**src/rtl/bdm_pkg.sv**
```systemverilog
// ----------------------------------------------------------------------------
// bdm_pkg
// Shared types, constants and helper functions for the batched divstep
// matrix unit: word widths, packing offsets, multiplier step codes and the
// command bundle passed from the controller to the datapath.
// ----------------------------------------------------------------------------
package bdm_pkg;

    localparam int unsigned WORD_W          = 64;
    localparam int unsigned LOW_W           = 20;
    localparam int unsigned COEF_W          = 22;
    localparam int unsigned MAT_W           = 62;
    localparam int unsigned DELTA_W         = 16;
    localparam int unsigned STEPS_PER_ROUND = 20;
    localparam int unsigned ROUNDS          = 3;
    localparam int unsigned MUL_STEPS       = 4;
    localparam int unsigned PROD_W          = 55;

    localparam int unsigned STEP_CNT_W  = $clog2(STEPS_PER_ROUND);
    localparam int unsigned ROUND_CNT_W = $clog2(ROUNDS);
    localparam int unsigned MUL_CNT_W   = $clog2(MUL_STEPS + 1);
    localparam int unsigned MSEL_W      = 2;

    // Offsets used to pack two coefficients into one word and to unpack them.
    localparam logic [WORD_W-1:0] FUV_BASE   = 64'h0000_0200_0000_0000;
    localparam logic [WORD_W-1:0] GRS_BASE   = 64'h4000_0000_0000_0000;
    localparam logic [WORD_W-1:0] EXT_HI_OFS = 64'h0000_0200_0010_0000;
    localparam logic [WORD_W-1:0] EXT_LO_OFS = 64'h0000_0000_0010_0000;

    // Multiplier step codes: which operand half and which term is multiplied.
    // They follow the order in which the controller's step counter issues them.
    localparam logic [MSEL_W-1:0] MSEL_A0_LO = 2'd0;
    localparam logic [MSEL_W-1:0] MSEL_A0_HI = 2'd1;
    localparam logic [MSEL_W-1:0] MSEL_A1_LO = 2'd2;
    localparam logic [MSEL_W-1:0] MSEL_A1_HI = 2'd3;

    typedef logic [WORD_W-1:0]         word_t;
    typedef logic signed [COEF_W-1:0]  coef_t;
    typedef logic [MAT_W-1:0]          mat_t;
    typedef logic [DELTA_W-1:0]        delta_t;

    typedef struct packed {
        logic              load_item;
        logic              step;
        logic              extract;
        logic              acc_init;
        logic              mul_valid;
        logic [MSEL_W-1:0] mul_sel;
        logic              mode_cmp;
        logic              upd_wb;
        logic              cmp_wb;
        logic              out_load;
    } dp_cmd_t;

    // Low bits of f packed against the offset for the (u, v) word.
    function automatic word_t pack_f(input logic [LOW_W-1:0] low);
        return {{(WORD_W-LOW_W){1'b0}}, low} - FUV_BASE;
    endfunction

    // Low bits of g packed against the offset for the (r, s) word.
    function automatic word_t pack_g(input logic [LOW_W-1:0] low);
        return {{(WORD_W-LOW_W){1'b0}}, low} - GRS_BASE;
    endfunction

    // Arithmetic shift right by the round length.
    function automatic word_t sra_round(input word_t x);
        return {{LOW_W{x[WORD_W-1]}}, x[WORD_W-1:LOW_W]};
    endfunction

    // Upper coefficient of a packed word (v or s).
    function automatic coef_t ext_hi(input word_t x);
        word_t sum;
        sum = x + EXT_HI_OFS;
        return coef_t'(sum[WORD_W-1:WORD_W-COEF_W]);
    endfunction

    // Lower coefficient of a packed word (u or r), 21 bits sign-extended.
    function automatic coef_t ext_lo(input word_t x);
        word_t sum;
        sum = x + EXT_LO_OFS;
        return coef_t'({sum[41], sum[41:21]});
    endfunction

endpackage

```
**src/rtl/bdm_ctrl.sv**
```systemverilog
// ----------------------------------------------------------------------------
// bdm_ctrl
// Sequencer for the divstep unit: counts steps, rounds and multiplier
// steps, issues datapath commands and owns both channel handshakes.
// ----------------------------------------------------------------------------
module bdm_ctrl (
    input  logic                 aclk,
    input  logic                 aresetn,
    input  logic                 s_valid,
    output logic                 s_ready,
    output logic                 m_valid,
    input  logic                 m_ready,
    output bdm_pkg::dp_cmd_t     cmd
);

    localparam logic [2:0] ST_IDLE    = 3'd0;
    localparam logic [2:0] ST_STEP    = 3'd1;
    localparam logic [2:0] ST_EXTRACT = 3'd2;
    localparam logic [2:0] ST_MUL     = 3'd3;
    localparam logic [2:0] ST_UPD_WB  = 3'd4;
    localparam logic [2:0] ST_CMP_WB  = 3'd5;
    localparam logic [2:0] ST_FINISH  = 3'd6;

    localparam logic [bdm_pkg::STEP_CNT_W-1:0] STEP_LAST =
        bdm_pkg::STEP_CNT_W'(bdm_pkg::STEPS_PER_ROUND - 1);
    localparam logic [bdm_pkg::ROUND_CNT_W-1:0] ROUND_LAST =
        bdm_pkg::ROUND_CNT_W'(bdm_pkg::ROUNDS - 1);
    localparam logic [bdm_pkg::MUL_CNT_W-1:0] MUL_LAST =
        bdm_pkg::MUL_CNT_W'(bdm_pkg::MUL_STEPS);

    logic [2:0]                        state_reg,     state_next;
    logic [bdm_pkg::STEP_CNT_W-1:0]    step_cnt_reg,  step_cnt_next;
    logic [bdm_pkg::ROUND_CNT_W-1:0]   round_cnt_reg, round_cnt_next;
    logic [bdm_pkg::MUL_CNT_W-1:0]     mul_cnt_reg,   mul_cnt_next;
    logic                              mode_cmp_reg,  mode_cmp_next;
    logic                              m_valid_reg,   m_valid_next;

    always_comb begin
        state_next     = state_reg;
        step_cnt_next  = step_cnt_reg;
        round_cnt_next = round_cnt_reg;
        mul_cnt_next   = mul_cnt_reg;
        mode_cmp_next  = mode_cmp_reg;
        m_valid_next   = m_valid_reg && !m_ready;
        cmd            = '0;
        cmd.mode_cmp   = mode_cmp_reg;
        cmd.mul_sel    = mul_cnt_reg[bdm_pkg::MSEL_W-1:0];

        unique case (state_reg)
            ST_IDLE: begin
                if (s_valid) begin
                    cmd.load_item  = 1'b1;
                    step_cnt_next  = '0;
                    round_cnt_next = '0;
                    state_next     = ST_STEP;
                end
            end
            ST_STEP: begin
                cmd.step = 1'b1;
                if (step_cnt_reg == STEP_LAST) begin
                    step_cnt_next = '0;
                    state_next    = ST_EXTRACT;
                end else begin
                    step_cnt_next = step_cnt_reg + 1'b1;
                end
            end
            ST_EXTRACT: begin
                cmd.extract   = 1'b1;
                cmd.acc_init  = (round_cnt_reg == '0);
                mul_cnt_next  = '0;
                mode_cmp_next = (round_cnt_reg == ROUND_LAST);
                state_next    = ST_MUL;
            end
            ST_MUL: begin
                cmd.mul_valid = (mul_cnt_reg != MUL_LAST);
                if (mul_cnt_reg == MUL_LAST) begin
                    mul_cnt_next = '0;
                    state_next   = mode_cmp_reg ? ST_CMP_WB : ST_UPD_WB;
                end else begin
                    mul_cnt_next = mul_cnt_reg + 1'b1;
                end
            end
            ST_UPD_WB: begin
                cmd.upd_wb = 1'b1;
                if (round_cnt_reg == '0) begin
                    round_cnt_next = round_cnt_reg + 1'b1;
                    state_next     = ST_STEP;
                end else begin
                    mode_cmp_next = 1'b1;
                    state_next    = ST_MUL;
                end
            end
            ST_CMP_WB: begin
                cmd.cmp_wb = 1'b1;
                if (round_cnt_reg == ROUND_LAST) begin
                    state_next = ST_FINISH;
                end else begin
                    round_cnt_next = round_cnt_reg + 1'b1;
                    state_next     = ST_STEP;
                end
            end
            ST_FINISH: begin
                if (!m_valid_reg || m_ready) begin
                    cmd.out_load = 1'b1;
                    m_valid_next = 1'b1;
                    state_next   = ST_IDLE;
                end
            end
            default: begin
                state_next = ST_IDLE;
            end
        endcase
    end

    always_ff @(posedge aclk) begin
        if (!aresetn) begin
            state_reg     <= ST_IDLE;
            step_cnt_reg  <= '0;
            round_cnt_reg <= '0;
            mul_cnt_reg   <= '0;
            mode_cmp_reg  <= 1'b0;
            m_valid_reg   <= 1'b0;
        end else begin
            state_reg     <= state_next;
            step_cnt_reg  <= step_cnt_next;
            round_cnt_reg <= round_cnt_next;
            mul_cnt_reg   <= mul_cnt_next;
            mode_cmp_reg  <= mode_cmp_next;
            m_valid_reg   <= m_valid_next;
        end
    end

    assign s_ready = (state_reg == ST_IDLE);
    assign m_valid = m_valid_reg;

endmodule

```
**config.mk**
```make
export PLATFORM = sky130hd
export DESIGN_NAME = bdm_ctrl
export DESIGN_NICKNAME = d
export VERILOG_FILES = /design/src/rtl/bdm_pkg.sv /design/src/rtl/bdm_ctrl.sv
export SDC_FILE = /design/constraint.sdc
export NUM_CORES = 1
export LEC_CHECK = 0
export ABC_CLOCK_PERIOD_IN_PS = 2300
export BUFFER_PORTS_ARGS = -buffer_cell sky130_fd_sc_hd__buf_4
export CAP_MARGIN = 20
export CORE_ASPECT_RATIO = 0.9
export CORE_MARGIN = 1
export CORE_UTILIZATION = 45
export CTS_CLUSTER_SIZE = 20
export DETAILED_ROUTE_END_ITERATION = 10
export PLACE_DENSITY = 0.66
export SLEW_MARGIN = 0
export SYNTH_ARGS = -nofsm -noshare
export SYNTH_HDL_FRONTEND = slang
export SYNTH_SLANG_ARGS = --single-unit
```
**constraint.sdc**
```tcl
create_clock -name aclk -period 2.3 [get_ports aclk]
set_input_delay 0.115 -clock aclk [delete_from_list [all_inputs] [get_ports aclk]]
set_output_delay 0.115 -clock aclk [all_outputs]
set_load 0.005 [all_outputs]
```
* After elaboration in Yosys (flattened, before gate mapping) *
Index checks and enable logic that the tools add are counted.

word-level totals
  output and inout port bits = 13
  register bits after elaboration = 15
  input bits = 4
  word-level logic and storage cells = 70

operators by class
  reduce and logical (&&, ||, !) cells = 14
  equality and inequality tests = 17
  $add $sub $neg = 3
  muxes and demuxes = 30

operator list
  cell                 number
  $pmux 3 s7           1
  $mux 3               6
  $ne 2x2->1 const B   7
  $eq 3x3->1 const B   4
  $mux 1               12
  $mux 2               5
  $mux 5               2
  $pmux 5 s2           1
  $reduce_and 4->1     2
  $eq 3x2->1 const B   2
  $pmux 2 s3           1
  $pmux 3 s2           1
  $reduce_bool 2->1    3
  $add 5x1->5 const B  1
  $eq 5x5->1 const B   1
  $reduce_and 2->1     2
  $add 3x1->3 const B  1
  $eq 3x1->1 const B   1
  $logic_not 3->1      1
  $ne 3x3->1 const B   1
  $reduce_bool 3->1    1
  $add 2x1->2 const B  1
  $eq 2x2->1 const B   1
  $logic_not 1->1      2
  other kinds (4)      4

* Depth between registers and ports, before layout *
  depth in word-level cells = 4
  gate-level depth with buffers = 7

* Worst setup path before layout *
No wires, ideal clock.

  kind = flip-flop to flip-flop
  start = register round_cnt_reg[0] in the netlist's numbering
  end = register state_reg[1]
  library setup time = 0.074 ns
  arrival time = 1.386 ns
  stages on the path, launching flop included = 7
  period minus slack after synthesis = 1.460 ns
  slack = 0.840 ns
  buffers on the path = 0
  path through = dfxtp_1 -> inv_1 -> ha_1 -> or4b_1 -> o221ai_1 -> and4b_1 -> nor3_2

on the way
  word-level cells in the longest chain between the ends = 3
  elaborated cells between the ends (all ways) = 5
  classes of those cells = eq/ne (1); mux (3); reduce/logical (1)

RTL lines
  element                                               line                            text
  start, declared                                       bdm_ctrl.sv:33                  logic [bdm_pkg::ROUND_CNT_W-1:0] round_cnt_reg, round_cnt_next;
  start signal, assigned                                bdm_ctrl.sv:126                 round_cnt_reg <= round_cnt_next;
  $eq 2x2->1 / $logic_not 2->1 (equally long branches)  bdm_ctrl.sv:95, bdm_ctrl.sv:85
  $mux 3 / $mux 2 (equally long branches)               bdm_ctrl.sv:95, bdm_ctrl.sv:85
  $pmux 3 s7 (*)                                        bdm_ctrl.sv:49                  unique case (state_reg)
  end signal, assigned                                  bdm_ctrl.sv:124                 state_reg <= state_next;
  end, declared                                         bdm_ctrl.sv:31                  logic [2:0] state_reg, state_next;

Mark *: on every way between the ends. The rest lies on a longest branch, timed or not.
A chain may end at the register's enable or synchronous reset.

==> results.ini <==
[grt]
grtUsageMet2 = 0.2773
grt-ovfl-total = 0
grt_util_met3 = 0.06333
antenna_found_initial = 0
busiest_layer = met2
grt_pass1_wl_um = 3022
grt_max_degree = 23
use_met1 = 0.2298
grtUsageTotal = 0.1823
grt_pass1_vias = 688

[cells_and_area]
antennaDiodeCount = 0
largest_reg_flops = 5
nFillCells = 209
fin_nets = 142
multi_input_area_sq_um = 570.5
drive_above_1_share = 0.1894
area_growth_pct = 12.81
ff_latch_area_sq_um = 300.3

[cts]
htree_levels = 1
root_buffer = clkbuf_4
cts_buffer_depth = 2
cts.sinks = 15
hold_buffers = 0
clk_pin_slew_ps = 100
post_cts_resized = 0
cts_tree = done
cts_setup_buffers = 0
clock_latency_ps = 300
cts_made_buffers = 3

[logic_synthesis]
synth_largest_area_cell = dfxtp_1
synth_edf_count = 0
postSynthCellCount = 121
ys_seq_area_frac = 0.3137
synthDominantCellAreaShare = 0.3137
synth_common_cells = dfxtp_1, nor2_1, nand2_1
yosys_warnings = 0
synth.ff_latch_count = 15
syn_area_sq_um = 957.2
synth_ff_type = dfxtp_1
synthTopCellsByArea = dfxtp_1, ha_1, a21oi_1
yosysMostFrequentCell = dfxtp_1
syn_avg_cell_area_sq_um = 7.910
async_reset_ff_frac = 0
syn_nets = 130
yosys.cell_types.count = 37

[die]
die_area_sq_um = 2316
num_rows = 15
die_x_um = 50.62
io-pin-count = 17
initial_utilization = 0.4904
core_sq_um = 1952
dieHeight_um = 45.76

[detailed_routing]
vias = 838
routedWlPerCell_um = 11.97
vias_per_cell = 5.338
drc = 0
postRouteAntennaNets = 0
dr.pass1.iters = 4
wl_um = 1880
first_iter_violations = 13

[timing]
rsz0062_at_grt = no
slew_viol_final = 0
post-route-period-util = 0.8017
hold_violations = 0
period_needed_ps = 1844
clock_skew_ps = 13.33
slew-limit-headroom = 0.5942
max_freq_mhz = 542.3
worst_pin_slew_ps = 607.9
setup_viol = 0
fin_tns_setup_ps = 0

[place]
hpwl_um = 1312
place_congestion = 0.7458
numPortBuffers = 16

[power_and_ir_drop]
p_sw_frac = 0.3887
cellPowerDensity_nw_per_um2 = 806.4
power_frac_comb = 0.392
finalPower_uw = 870.8
peakVddDrop_v = 0.0003312
p_int_uw = 532.3
p_seq_frac = 0.427
power.leakage_nw = 0.4298
switching_power_uw = 338.5
clkPwrFrac = 0.181

[worst_setup_path]
crit_required_ps = 2180
critPathMaxFanout = 19
cp-start-kind = flop
end_kind = output pin
rr_endpoint = step_cnt_reg[0]
r2r_start = state_reg[0]
crit_arrival_ps = 1730
r2r_cells = 3
crit_type = reg2out
r2r_slack_ps = 640

[run_status]
outcome = finished clean

[flow_run]
drv_cap = 0

[min_path]
hold_class = in2reg
holdPathEnd = mode_cmp_reg
holdCritStartpoint = aresetn
holdPathStages = 3

[how the worst max path moves through the flow]
stage,startpoint,endpoint,slack (ps)
4_1_cts,state_reg[1],cmd[7],460
5_1_grt,state_reg[1],cmd[7],290
3_5_place_dp,state_reg[0],step_cnt_reg[2],660
2_1_floorplan,round_cnt_reg[0],state_reg[1],840
6_report,state_reg[1],cmd[7],460
3_3_place_gp,state_reg[0],step_cnt_reg[0],710
[worst max-delay path, cell delays in order (launching register included)]
cell	delay, ps
dfxtp_1	710
nand2b_1	290
nor2_1	180
and2_1	140
buf_4	100
[power by group through the flow]
stage	registers, mW	logic, mW	clock network (mW)
2_1_floorplan	0.316	0.320	0
3_3_place_gp	0.375	0.338	0
3_5_place_dp	0.377	0.342	0
4_1_cts	0.371	0.345	0.163
5_1_grt	0.384	0.386	0.175
6_report	0.372	0.341	0.157
[per-layer routing]
metal / share of wire / vias up
li1: - / 439
met1: 0.49 / 378
met2: 0.46 / 16
met3: 0.041 / 5
met4: 0.016 / 0
met5: 0 / -
[cell families (layout without fill, tap and decap cells)]
group	count (synthesis)	after routing	synth area share
AO/OA/AOI/OAI	24	24	0.1660
AND/OR/NAND/NOR	56	56	0.3229
buffers and inverters	17	28	0.09019
multiplexers	3	3	0.03268
XOR/XNOR	1	1	0.009152
flip-flops	15	15	0.3137
adder cells (fa/ha/maj)	5	5	0.06536
[final cells by class]
type / instances / share of cell area
Timing Repair Buffer: 16 / 0.1112
Tap cell: 25 / 0.02897
Clock buffer: 3 / 0.02086
Clock inverter: 1 / 0.004635
Inverter: 8 / 0.02781
Sequential cell: 15 / 0.2781
Multi-Input combinational cell: 89 / 0.5284
[placed cells by master, fill, tap and decap left out, types with 2 or more instances in the layout]
| cell | instances |
|---|---|
| buf_4 | 16 |
| dfxtp_1 | 15 |
| nor2_1 | 12 |
| nand2_1 | 10 |
| a21oi_1 | 9 |
| inv_1 | 7 |
| nor2b_1 | 6 |
| nand3_1 | 6 |
| and2_1 | 5 |
| ha_1 | 5 |
| nor3_1 | 4 |
| nand2b_1 | 4 |
| clkbuf_4 | 3 |
| mux2i_1 | 2 |
| nor3b_1 | 2 |
| o21ai_0 | 2 |
| and4b_1 | 2 |
| a31oi_1 | 2 |
| o221a_2 | 2 |
| o22ai_1 | 2 |
[metrics by stage]
stage | instance area (sq um) | setup WS (ps) | hold slack (ps) | instances | utilization
floorplan | 957.2 | 840.3 | 334.3 | 121 | -
global placement | 1052 | 712.8 | 415.3 | 153 | 0.5391
detailed placement | 1052 | 660.2 | 415.6 | 153 | 0.5391
CTS | 1080 | 463.7 | 103.1 | 157 | 0.5532
global route | 1080 | 294.1 | 110.5 | 157 | 0.5532
finish | 1080 | 456.2 | 103.8 | 157 | 0.5532
Note: power is estimated with default switching activity, not from simulation.
